[src/hdl/wtok_pkg.sv]
// shared constants, types and character helpers for the word tokenizer
// used by the front end, queue, back end and top level of the block; depends on nothing
`default_nettype none
package wtok_pkg;

   localparam int MAX_WORD = 32;
   localparam int BANKS    = 2;
   localparam int ADDR_W   = $clog2(MAX_WORD);
   localparam int LEN_W    = $clog2(MAX_WORD + 1);
   localparam int MEM_AW   = ADDR_W + 1;
   localparam int MEM_DEPTH = BANKS * (2 ** ADDR_W);
   localparam int CNT_W    = 7;
   localparam int WN_W     = 16;
   localparam int POS_W    = 6;

   localparam logic [CNT_W-1:0] CNT_MAX  = 7'd127;
   localparam logic [WN_W-1:0]  WN_MAX   = 16'hFFFF;

   localparam logic [7:0] CH_SPACE  = 8'h20;
   localparam logic [7:0] CH_SLASH  = 8'h2F;
   localparam logic [7:0] CH_COMMA  = 8'h2C;
   localparam logic [7:0] CH_SEMI   = 8'h3B;
   localparam logic [7:0] CH_DOT    = 8'h2E;
   localparam logic [7:0] CH_COLON  = 8'h3A;
   localparam logic [7:0] CH_BANG   = 8'h21;
   localparam logic [7:0] CH_QMARK  = 8'h3F;
   localparam logic [7:0] CH_LPAREN = 8'h28;
   localparam logic [7:0] CH_RPAREN = 8'h29;
   localparam logic [7:0] CH_LF     = 8'h0A;
   localparam logic [7:0] CH_DQUOTE = 8'h22;
   localparam logic [7:0] CH_APOS   = 8'h27;
   localparam logic [7:0] CH_LT     = 8'h3C;
   localparam logic [7:0] CH_GT     = 8'h3E;
   localparam logic [7:0] CH_UPPER_A = 8'h41;
   localparam logic [7:0] CH_UPPER_Z = 8'h5A;
   localparam logic [7:0] CASE_OFS  = 8'h20;
   localparam logic [7:0] CH_A      = 8'h61;
   localparam logic [7:0] CH_C      = 8'h63;
   localparam logic [7:0] CH_E      = 8'h65;
   localparam logic [7:0] CH_I      = 8'h69;
   localparam logic [7:0] CH_O      = 8'h6F;
   localparam logic [7:0] L1_E_ACUTE_UP = 8'hC9;
   localparam logic [7:0] L1_E_GRAVE    = 8'hE8;
   localparam logic [7:0] L1_E_CIRC     = 8'hEA;
   localparam logic [7:0] L1_C_CEDIL    = 8'hE7;
   localparam logic [7:0] L1_I_CIRC     = 8'hEE;
   localparam logic [7:0] L1_O_CIRC     = 8'hF4;
   localparam logic [7:0] L1_A_GRAVE    = 8'hE0;
   localparam logic [7:0] L1_A_CIRC     = 8'hE2;

   typedef struct packed {
      logic [LEN_W-1:0] len;
      logic             trunc;
      logic [WN_W-1:0]  word_num;
   } desc_type;

   typedef struct packed {
      logic              en;
      logic [MEM_AW-1:0] addr;
      logic [7:0]        data;
   } mem_wr_type;

   typedef struct packed {
      logic     valid;
      logic     bank;
      desc_type desc;
   } push_type;

   typedef struct packed {
      logic              en;
      logic              bank;
      logic [ADDR_W-1:0] pos;
      logic              pop;
   } rd_req_type;

   function automatic logic is_separator(input logic [7:0] b);
      return b == CH_SPACE || b == CH_SLASH || b == CH_COMMA || b == CH_SEMI ||
             b == CH_DOT || b == CH_COLON || b == CH_BANG || b == CH_QMARK ||
             b == CH_LPAREN || b == CH_RPAREN || b == CH_LF || b == CH_DQUOTE;
   endfunction

   function automatic logic [7:0] fold_letter(input logic [7:0] b);
      logic [7:0] r;
      r = b;
      if (b >= CH_UPPER_A && b <= CH_UPPER_Z) r = b + CASE_OFS;
      else if (b == L1_E_ACUTE_UP || (b >= L1_E_GRAVE && b <= L1_E_CIRC)) r = CH_E;
      else if (b == L1_C_CEDIL) r = CH_C;
      else if (b == L1_I_CIRC) r = CH_I;
      else if (b == L1_O_CIRC) r = CH_O;
      else if (b == L1_A_GRAVE || b == L1_A_CIRC) r = CH_A;
      return r;
   endfunction

endpackage
`default_nettype wire

[src/hdl/wtok_front.sv]
// front end: accepts text bytes, strips markup, folds letters into the word buffer
// and pushes a descriptor per accepted word; depends on wtok_pkg
`default_nettype none
module wtok_front (
   input  wire logic                         clock,
   input  wire logic                         reset,
   input  wire logic                         req_tvalid,
   output logic                              req_tready,
   input  wire logic [7:0]                   req_tdata,
   input  wire logic                         req_tlast,
   input  wire logic                         csr_valid,
   input  wire logic [wtok_pkg::CNT_W-1:0]   csr_data,
   input  wire logic [wtok_pkg::BANKS-1:0]   busy,
   output wtok_pkg::mem_wr_type              mem_wr,
   output wtok_pkg::push_type                push
);

   logic                        tag_ff, tag_in;
   logic [wtok_pkg::CNT_W-1:0]  cnt_ff, cnt_in;
   logic                        ovf_ff, ovf_in;
   logic [wtok_pkg::WN_W-1:0]   wc_ff, wc_in;
   logic                        wb_ff, wb_in;
   logic [wtok_pkg::CNT_W-1:0]  min_ff, min_in;

   logic                        accept, is_lt, is_sep, is_apos, letter, apos, close, emit, room;
   logic [wtok_pkg::CNT_W-1:0]  cnt_a, cnt_c;
   logic                        ovf_a, ovf_c;

   always_comb begin
      req_tready = !busy[wb_ff];
      accept     = req_tvalid && req_tready;
      is_lt      = req_tdata == wtok_pkg::CH_LT;
      is_sep     = wtok_pkg::is_separator(req_tdata);
      is_apos    = req_tdata == wtok_pkg::CH_APOS;
      letter     = !tag_ff && !is_lt && !is_sep && !is_apos;
      apos       = !tag_ff && !is_lt && !is_sep && is_apos;
      room       = cnt_ff < wtok_pkg::CNT_W'(wtok_pkg::MAX_WORD);

      cnt_a = cnt_ff;
      ovf_a = ovf_ff;
      if (letter) begin
         if (cnt_ff != wtok_pkg::CNT_MAX) cnt_a = cnt_ff + 1'b1;
         if (!room) ovf_a = 1'b1;
      end
      cnt_c = apos ? '0 : cnt_a;
      ovf_c = apos ? 1'b0 : ovf_a;

      close = (!tag_ff && !is_lt && is_sep) || req_tlast;
      emit  = accept && close && cnt_c != '0 && cnt_c >= min_ff;

      mem_wr.en   = accept && letter && room;
      mem_wr.addr = {wb_ff, cnt_ff[wtok_pkg::ADDR_W-1:0]};
      mem_wr.data = wtok_pkg::fold_letter(req_tdata);

      push.valid         = emit;
      push.bank          = wb_ff;
      push.desc.len      = (cnt_c < wtok_pkg::CNT_W'(wtok_pkg::MAX_WORD)) ?
                           wtok_pkg::LEN_W'(cnt_c) : wtok_pkg::LEN_W'(wtok_pkg::MAX_WORD);
      push.desc.trunc    = ovf_c;
      push.desc.word_num = wc_ff;

      tag_in = tag_ff;
      cnt_in = cnt_ff;
      ovf_in = ovf_ff;
      wc_in  = wc_ff;
      wb_in  = wb_ff;
      if (accept) begin
         if (req_tlast) tag_in = 1'b0;
         else if (tag_ff) tag_in = req_tdata != wtok_pkg::CH_GT;
         else tag_in = is_lt;
         cnt_in = (close || apos) ? '0 : cnt_a;
         ovf_in = (close || apos) ? 1'b0 : ovf_a;
         if (req_tlast) wc_in = '0;
         else if (emit && wc_ff != wtok_pkg::WN_MAX) wc_in = wc_ff + 1'b1;
         if (emit) wb_in = !wb_ff;
      end
      min_in = csr_valid ? csr_data : min_ff;
   end

   always_ff @(posedge clock) begin
      if (reset) begin
         tag_ff <= 1'b0;
         cnt_ff <= '0;
         ovf_ff <= 1'b0;
         wc_ff  <= '0;
         wb_ff  <= 1'b0;
         min_ff <= wtok_pkg::CNT_W'(4);
      end else begin
         tag_ff <= tag_in;
         cnt_ff <= cnt_in;
         ovf_ff <= ovf_in;
         wc_ff  <= wc_in;
         wb_ff  <= wb_in;
         min_ff <= min_in;
      end
   end

endmodule
`default_nettype wire

[src/hdl/wtok_queue.sv]
// two-bank word buffer with one descriptor slot per bank, filled by the front
// and drained by the back; depends on wtok_pkg
`default_nettype none
module wtok_queue (
   input  wire logic                        clock,
   input  wire logic                        reset,
   input  wire wtok_pkg::mem_wr_type        mem_wr,
   input  wire wtok_pkg::push_type          push,
   input  wire wtok_pkg::rd_req_type        rd_req,
   output logic [wtok_pkg::BANKS-1:0]       busy,
   output wtok_pkg::desc_type               desc_sel,
   output logic [7:0]                       rd_data
);

   logic [7:0]                      mem [wtok_pkg::MEM_DEPTH];
   logic [7:0]                      rd_data_ff;
   wtok_pkg::desc_type              desc_ff [wtok_pkg::BANKS];
   logic [wtok_pkg::BANKS-1:0]      busy_ff, busy_in;

   always_comb begin
      busy_in = busy_ff;
      if (push.valid) busy_in[push.bank] = 1'b1;
      if (rd_req.pop) busy_in[rd_req.bank] = 1'b0;
      busy     = busy_ff;
      desc_sel = desc_ff[rd_req.bank];
      rd_data  = rd_data_ff;
   end

   always_ff @(posedge clock) begin
      if (mem_wr.en) mem[mem_wr.addr] <= mem_wr.data;
      if (rd_req.en) rd_data_ff <= mem[{rd_req.bank, rd_req.pos}];
   end

   always_ff @(posedge clock) begin
      if (push.valid) desc_ff[push.bank] <= push.desc;
   end

   always_ff @(posedge clock) begin
      if (reset) busy_ff <= '0;
      else busy_ff <= busy_in;
   end

endmodule
`default_nettype wire

[src/hdl/wtok_back.sv]
// back end: walks the filled banks in order and emits one character beat
// per cycle while rsp_tready is high, through the output register; depends on wtok_pkg
`default_nettype none
module wtok_back (
   input  wire logic                         clock,
   input  wire logic                         reset,
   input  wire logic [wtok_pkg::BANKS-1:0]   busy,
   input  wire wtok_pkg::desc_type           desc_sel,
   output wtok_pkg::rd_req_type              rd_req,
   output logic                              rsp_tvalid,
   input  wire logic                         rsp_tready,
   output logic [wtok_pkg::WN_W-1:0]         word_num,
   output logic [wtok_pkg::POS_W-1:0]        char_pos,
   output logic                              rsp_tlast,
   output logic                              trunc
);

   logic                         rb_ff, rb_in;
   logic [wtok_pkg::ADDR_W-1:0]  pos_ff, pos_in;
   logic                         valid_ff, valid_in;
   logic [wtok_pkg::WN_W-1:0]    wn_ff;
   logic [wtok_pkg::POS_W-1:0]   cpos_ff;
   logic                         last_ff, trunc_ff;
   logic                         load, fetch, is_last;

   always_comb begin
      load    = !valid_ff || rsp_tready;
      fetch   = load && busy[rb_ff];
      is_last = (wtok_pkg::LEN_W'(pos_ff) + 1'b1) == desc_sel.len;

      rd_req.en   = fetch;
      rd_req.bank = rb_ff;
      rd_req.pos  = pos_ff;
      rd_req.pop  = fetch && is_last;

      valid_in = load ? fetch : valid_ff;
      rb_in    = rb_ff;
      pos_in   = pos_ff;
      if (fetch) begin
         if (is_last) begin
            pos_in = '0;
            rb_in  = !rb_ff;
         end else begin
            pos_in = pos_ff + 1'b1;
         end
      end

      rsp_tvalid = valid_ff;
      word_num   = wn_ff;
      char_pos   = cpos_ff;
      rsp_tlast  = last_ff;
      trunc      = trunc_ff;
   end

   always_ff @(posedge clock) begin
      if (reset) begin
         rb_ff    <= 1'b0;
         pos_ff   <= '0;
         valid_ff <= 1'b0;
      end else begin
         rb_ff    <= rb_in;
         pos_ff   <= pos_in;
         valid_ff <= valid_in;
      end
   end

   always_ff @(posedge clock) begin
      if (fetch) begin
         wn_ff    <= desc_sel.word_num;
         cpos_ff  <= wtok_pkg::POS_W'(pos_ff);
         last_ff  <= is_last;
         trunc_ff <= desc_sel.trunc;
      end
   end

endmodule
`default_nettype wire

[src/hdl/text_word_tokenizer_top.sv]
// top level of the word tokenizer: front end, two-bank word queue and back end
// depends on wtok_pkg, wtok_front, wtok_queue and wtok_back
//
// Takes one text byte per cycle and, while rsp_tready is high, emits one
// character beat per cycle. A byte is held off only while the buffer bank
// that the current word fills is still being read out, so with two banks
// the stream keeps pace as long as each word takes at least as many input
// bytes as the word before it emits characters. A word's first character
// appears once its bank is marked busy and is read into the output register.
`default_nettype none
module text_word_tokenizer_top (
   input  wire logic        clock,
   input  wire logic        reset,
   input  wire logic        req_tvalid,
   output logic             req_tready,
   input  wire logic [7:0]  req_tdata,   // in_byte
   input  wire logic        req_tlast,   // end_of_text
   output logic             rsp_tvalid,
   input  wire logic        rsp_tready,
   output logic [31:0]      rsp_tdata,   // out_char, word_number, char_position, zero pad
   output logic             rsp_tlast,   // last_char
   output logic [0:0]       rsp_tuser,   // truncated
   input  wire logic        csr_valid,
   output logic             csr_ready,
   input  wire logic [6:0]  csr_data     // min_letters
);

   wtok_pkg::mem_wr_type            mem_wr;
   wtok_pkg::push_type              push;
   wtok_pkg::rd_req_type            rd_req;
   wtok_pkg::desc_type              desc_sel;
   logic [wtok_pkg::BANKS-1:0]      busy;
   logic [7:0]                      rd_data;
   logic [wtok_pkg::WN_W-1:0]       word_num;
   logic [wtok_pkg::POS_W-1:0]      char_pos;
   logic                            trunc;

   assign csr_ready = 1'b1;
   assign rsp_tdata = {2'b00, char_pos, word_num, rd_data};
   assign rsp_tuser = trunc;

   wtok_front u_front (
      .clock      (clock),
      .reset      (reset),
      .req_tvalid (req_tvalid),
      .req_tready (req_tready),
      .req_tdata  (req_tdata),
      .req_tlast  (req_tlast),
      .csr_valid  (csr_valid),
      .csr_data   (csr_data),
      .busy       (busy),
      .mem_wr     (mem_wr),
      .push       (push)
   );

   wtok_queue u_queue (
      .clock    (clock),
      .reset    (reset),
      .mem_wr   (mem_wr),
      .push     (push),
      .rd_req   (rd_req),
      .busy     (busy),
      .desc_sel (desc_sel),
      .rd_data  (rd_data)
   );

   wtok_back u_back (
      .clock      (clock),
      .reset      (reset),
      .busy       (busy),
      .desc_sel   (desc_sel),
      .rd_req     (rd_req),
      .rsp_tvalid (rsp_tvalid),
      .rsp_tready (rsp_tready),
      .word_num   (word_num),
      .char_pos   (char_pos),
      .rsp_tlast  (rsp_tlast),
      .trunc      (trunc)
   );

endmodule
`default_nettype wire

[config.mk]
export PLATFORM = sky130hd
export DESIGN_NAME = text_word_tokenizer_top
export DESIGN_NICKNAME = d
export VERILOG_FILES = /design/src/hdl/wtok_pkg.sv /design/src/hdl/wtok_front.sv /design/src/hdl/wtok_queue.sv /design/src/hdl/wtok_back.sv /design/src/hdl/text_word_tokenizer_top.sv
export SDC_FILE = /design/constraint.sdc
export NUM_CORES = 1
export LEC_CHECK = 0
export ABC_AREA = 1
export BUFFER_PORTS_ARGS = -buffer_cell sky130_fd_sc_hd__buf_2
export CAP_MARGIN = 20
export CORE_ASPECT_RATIO = 1.4
export CORE_MARGIN = 1
export CORE_UTILIZATION = 60
export DETAILED_ROUTE_END_ITERATION = 10
export PLACE_DENSITY = 0.77
export SYNTH_ARGS = -nofsm -noshare
export SYNTH_HDL_FRONTEND = slang
export SYNTH_SLANG_ARGS = --single-unit
[constraint.sdc]
create_clock -name clock -period 15.1 [get_ports clock]
set_input_delay 3.02 -clock clock [delete_from_list [all_inputs] [get_ports clock]]
set_output_delay 3.02 -clock clock [all_outputs]
set_load 0.02 [all_outputs]
==> metrics.txt <==
FF-to-FF Start=u_front.wb_ff; leak pwr=9.361 nW; min-delay src=u_front.min_ff[5]; largest area contributor in the netlist=edfxtp_1; crit path launch type=primary input; fin crit period=5979 ps; maximum VDD drop=0.0001220 V; crit path kind=primary input to flip-flop; worst slack at placement=8634 ps; area of the multi-input gates=0.006515 mm2; TritonCTS sink count=632; Reg2Reg Setup Slack=10950 ps; outcome=completed; fraction of final layout cells sized beyond drive strength 1=0.09703; Max Cap Viol=0; delay-heaviest family, CP=simple AND/OR/NAND/NOR gates; crit share post-route=0.3960; predominant post-synthesis flop cell=edfxtp_1; Layout area overhead=9.239%; post-synth design cell area=0.02588 mm2; initial antenna violation count=0; Post-DRT Antenna Nets=0; H-tree depth=2; First-pass DRT Iterations=6; clk_lat worst skew=600 ps; pin count of the biggest net entering global routing=193; setup_tns=0 ps; required time of the critical path=15320 ps; Die W=177.5 um; Placer Congestion=0.8899; die span in y=247.7 um; Via-to-Cell Ratio=6.399; Post-synth ARST share=0; DRC violations left=0; fillers=2970; WL/cell=23.10 um; unrepaired setup endpoints after global routing=false; Worst Hold Depth=2; number of nets in the layout=2115; CP Cell Sequence=buf_2 > inv_1 > nor2_1 > nand2_1 > inv_1 > nand2_1 > nand4_4 > nor3_1 > nand4_1 > nor2_1; total gr overflow=0; Final Hold Fails=0; clk buf depth=3; setup bufs post-CTS=0; worst-margin pin slew=1060 ps; vias in the first global route=16796; final worst slack=9121 ps; Reg clk slew, reported paths=60 ps; worst r2r path cells=6; CTS buffer count=53; CP bufs+invs=3; Syn Inst Count=2086; n_diodes=0; CP max-delay cell=nor2_1; hold crit path type=flip-flop to flip-flop; number of hold buffers added after cts=0; power per cell area=125.5 mW/mm2; die area=0.04398 mm2; Port Buf Inserts=53; DP HPWL=36.01 mm; hold path endpoint=u_front.min_ff[5]; commonest cells after routing, fill and taps aside=edfxtp_1 (589), nor2_1 (389), o21ai_0 (280), nand3_1 (155), o221ai_1 (124); final setup violation count=0; number of synthesized flops with an enable pin=589; initial core utilization=0.6116; FF/Latch Area=0.01856 mm2; Worst Skew=17.35 ps; post-synthesis cell type count=51; most common cell after layout, fill and taps aside=edfxtp_1; global-route wire length before repair=94.42 mm; Synth Area per Inst=12.41 um2; Slew headroom=0.2912; Synth top area share=0.6834; DR iter-0 viols=2219; Final Slew Violations=0; crit-path max cell delay=940 ps; Achievable Freq=167.2 MHz; CP Capture Type=flip-flop; CTS root buffer=clkbuf_16; CP max FO=8; core area=0.04232 mm2; DR vias=17079; Seq/Total Area, Yosys=0.7167; All-Layer GR Usage=0.2867; CTS tree=done; top post-synthesis cells by area=edfxtp_1 (68%), nor2_1 (5.7%), o21ai_0 (5.5%); fin util=0.6681; Ports=58; Routed WL=61.65 mm; Synth Register Bits=632; Arrival @ worst endpoint=6190 ps; PostCTS Resize Cnt=0; RR Endpoint=u_queue.mem[44][0]; row cnt=89; Synth Warn #=0
## routing by layer
| metal | track usage | vias to the layer above | routed length (um) |
|---|---|---|---|
| li1 | - | 7702 | - |
| met2 | 0.4887 | 889 | 31270 |
| met1 | 0.3615 | 8313 | 22190 |
| met4 | 0.1418 | 0 | 3104 |
| met5 | 0 | - | 0 |
| met3 | 0.03860 | 175 | 5080 |
## power breakdown
part / switching, mW / internal (mW) / leakage, nW
clock: 0.602 / 0.768 / 0.828
sequential: 0.0149 / 1.94 / 5.66
combinational: 0.168 / 0.0595 / 2.87
## sequential cells by signal (all words and copies together) (netlist names), named ones only
register           flops
u_queue.desc_ff       46
u_queue.mem          512
u_front.tag_ff         1
u_back.rsp_tlast       1
u_back.rb_ff           1
u_front.ovf_ff         1
u_back.pos_ff          5
u_back.word_num       16
u_front.cnt_ff         7
u_front.wc_ff         16
u_queue.rd_data        8
u_queue.busy           2
u_front.min_ff         7
u_front.wb_ff          1
u_back.trunc           1
u_back.char_pos        5
u_back.rsp_tvalid      1
## Yosys cell counts (2+ instances only)
cell	n
xor2_1	7
a21oi_2	6
edfxtp_1	589
o21ai_0	282
o221ai_1	124
nand3b_1	6
o211ai_1	4
nor2_1	391
nor2_4	2
a211oi_1	5
nor2_2	2
dfxtp_1	43
inv_1	78
nand2_2	4
nand4_1	14
conb_1	2
buf_4	4
a32oi_1	4
nand3_2	5
a21oi_1	38
o22ai_1	5
mux2i_1	6
nor3_1	7
inv_2	4
nand2_1	123
buf_6	2
buf_2	6
nor4_1	2
mux2_2	17
xnor2_1	2
clkbuf_1	111
buf_1	9
nand3_1	155
ha_1	10
## worst reg2reg max path, stage by stage, from the launching register on
cell	delay, ps
dfxtp_1	440
inv_1	200
o21ai_0	330
nand2_1	390
nor3_1	540
nand4_1	940
nor2_1	940
## per-stage QoR
step	power [mW]	std cells	area, um2	hold WS [ps]
global placement	2.202	2571	26480	459.0
detailed placement	2.211	2573	26530	461.3
CTS	3.555	2667	28240	476.6
floorplan	2.135	2088	25890	406.4
global route	3.639	2669	28270	490.6
finish	3.548	2669	28270	468.1
## worst max path at each step
stage | slack, ps | to | from | cells past startpoint
5_1_grt | 8970 | u_queue.desc_ff[0][13] | req_tdata[5] | 19
4_1_cts | 9250 | u_queue.mem[28][2] | req_tdata[5] | 10
6_report | 9120 | u_queue.mem[44][0] | req_tdata[5] | 10
2_1_floorplan | 8170 | u_queue.mem[0][7] | req_tdata[5] | 6
3_5_place_dp | 8630 | u_queue.mem[28][6] | req_tdata[5] | 10
3_3_place_gp | 8700 | u_queue.mem[44][4] | req_tdata[5] | 10
## cells by family (layout without fill, tap and decap cells)
| kind of cell | count (synthesis) | after routing | synth area share |
|---|---|---|---|
| and+or+nand+nor | 716 | 716 | 0.1181 |
| DFF | 632 | 632 | 0.7167 |
| AOI/OAI and AO/OA | 477 | 477 | 0.1137 |
| buffers and inverters | 217 | 252 | 0.03360 |
| muxes | 23 | 23 | 0.009718 |
| adders and majority gates | 10 | 10 | 0.004835 |
| xor gates and xnor gates | 9 | 9 | 0.003046 |
| other | 2 | 4 | 0.0002902 |
## area by class of cell
type | instances | share of cell area
sequential | 632 | 0.6564
timing repair buffer | 75 | 0.01739
multi-input combinational | 1239 | 0.2304
clock buffer | 68 | 0.04890
inverter | 83 | 0.01120
clock inverter | 26 | 0.01151
tap | 546 | 0.02416
(Power assumes the default switching activity.)
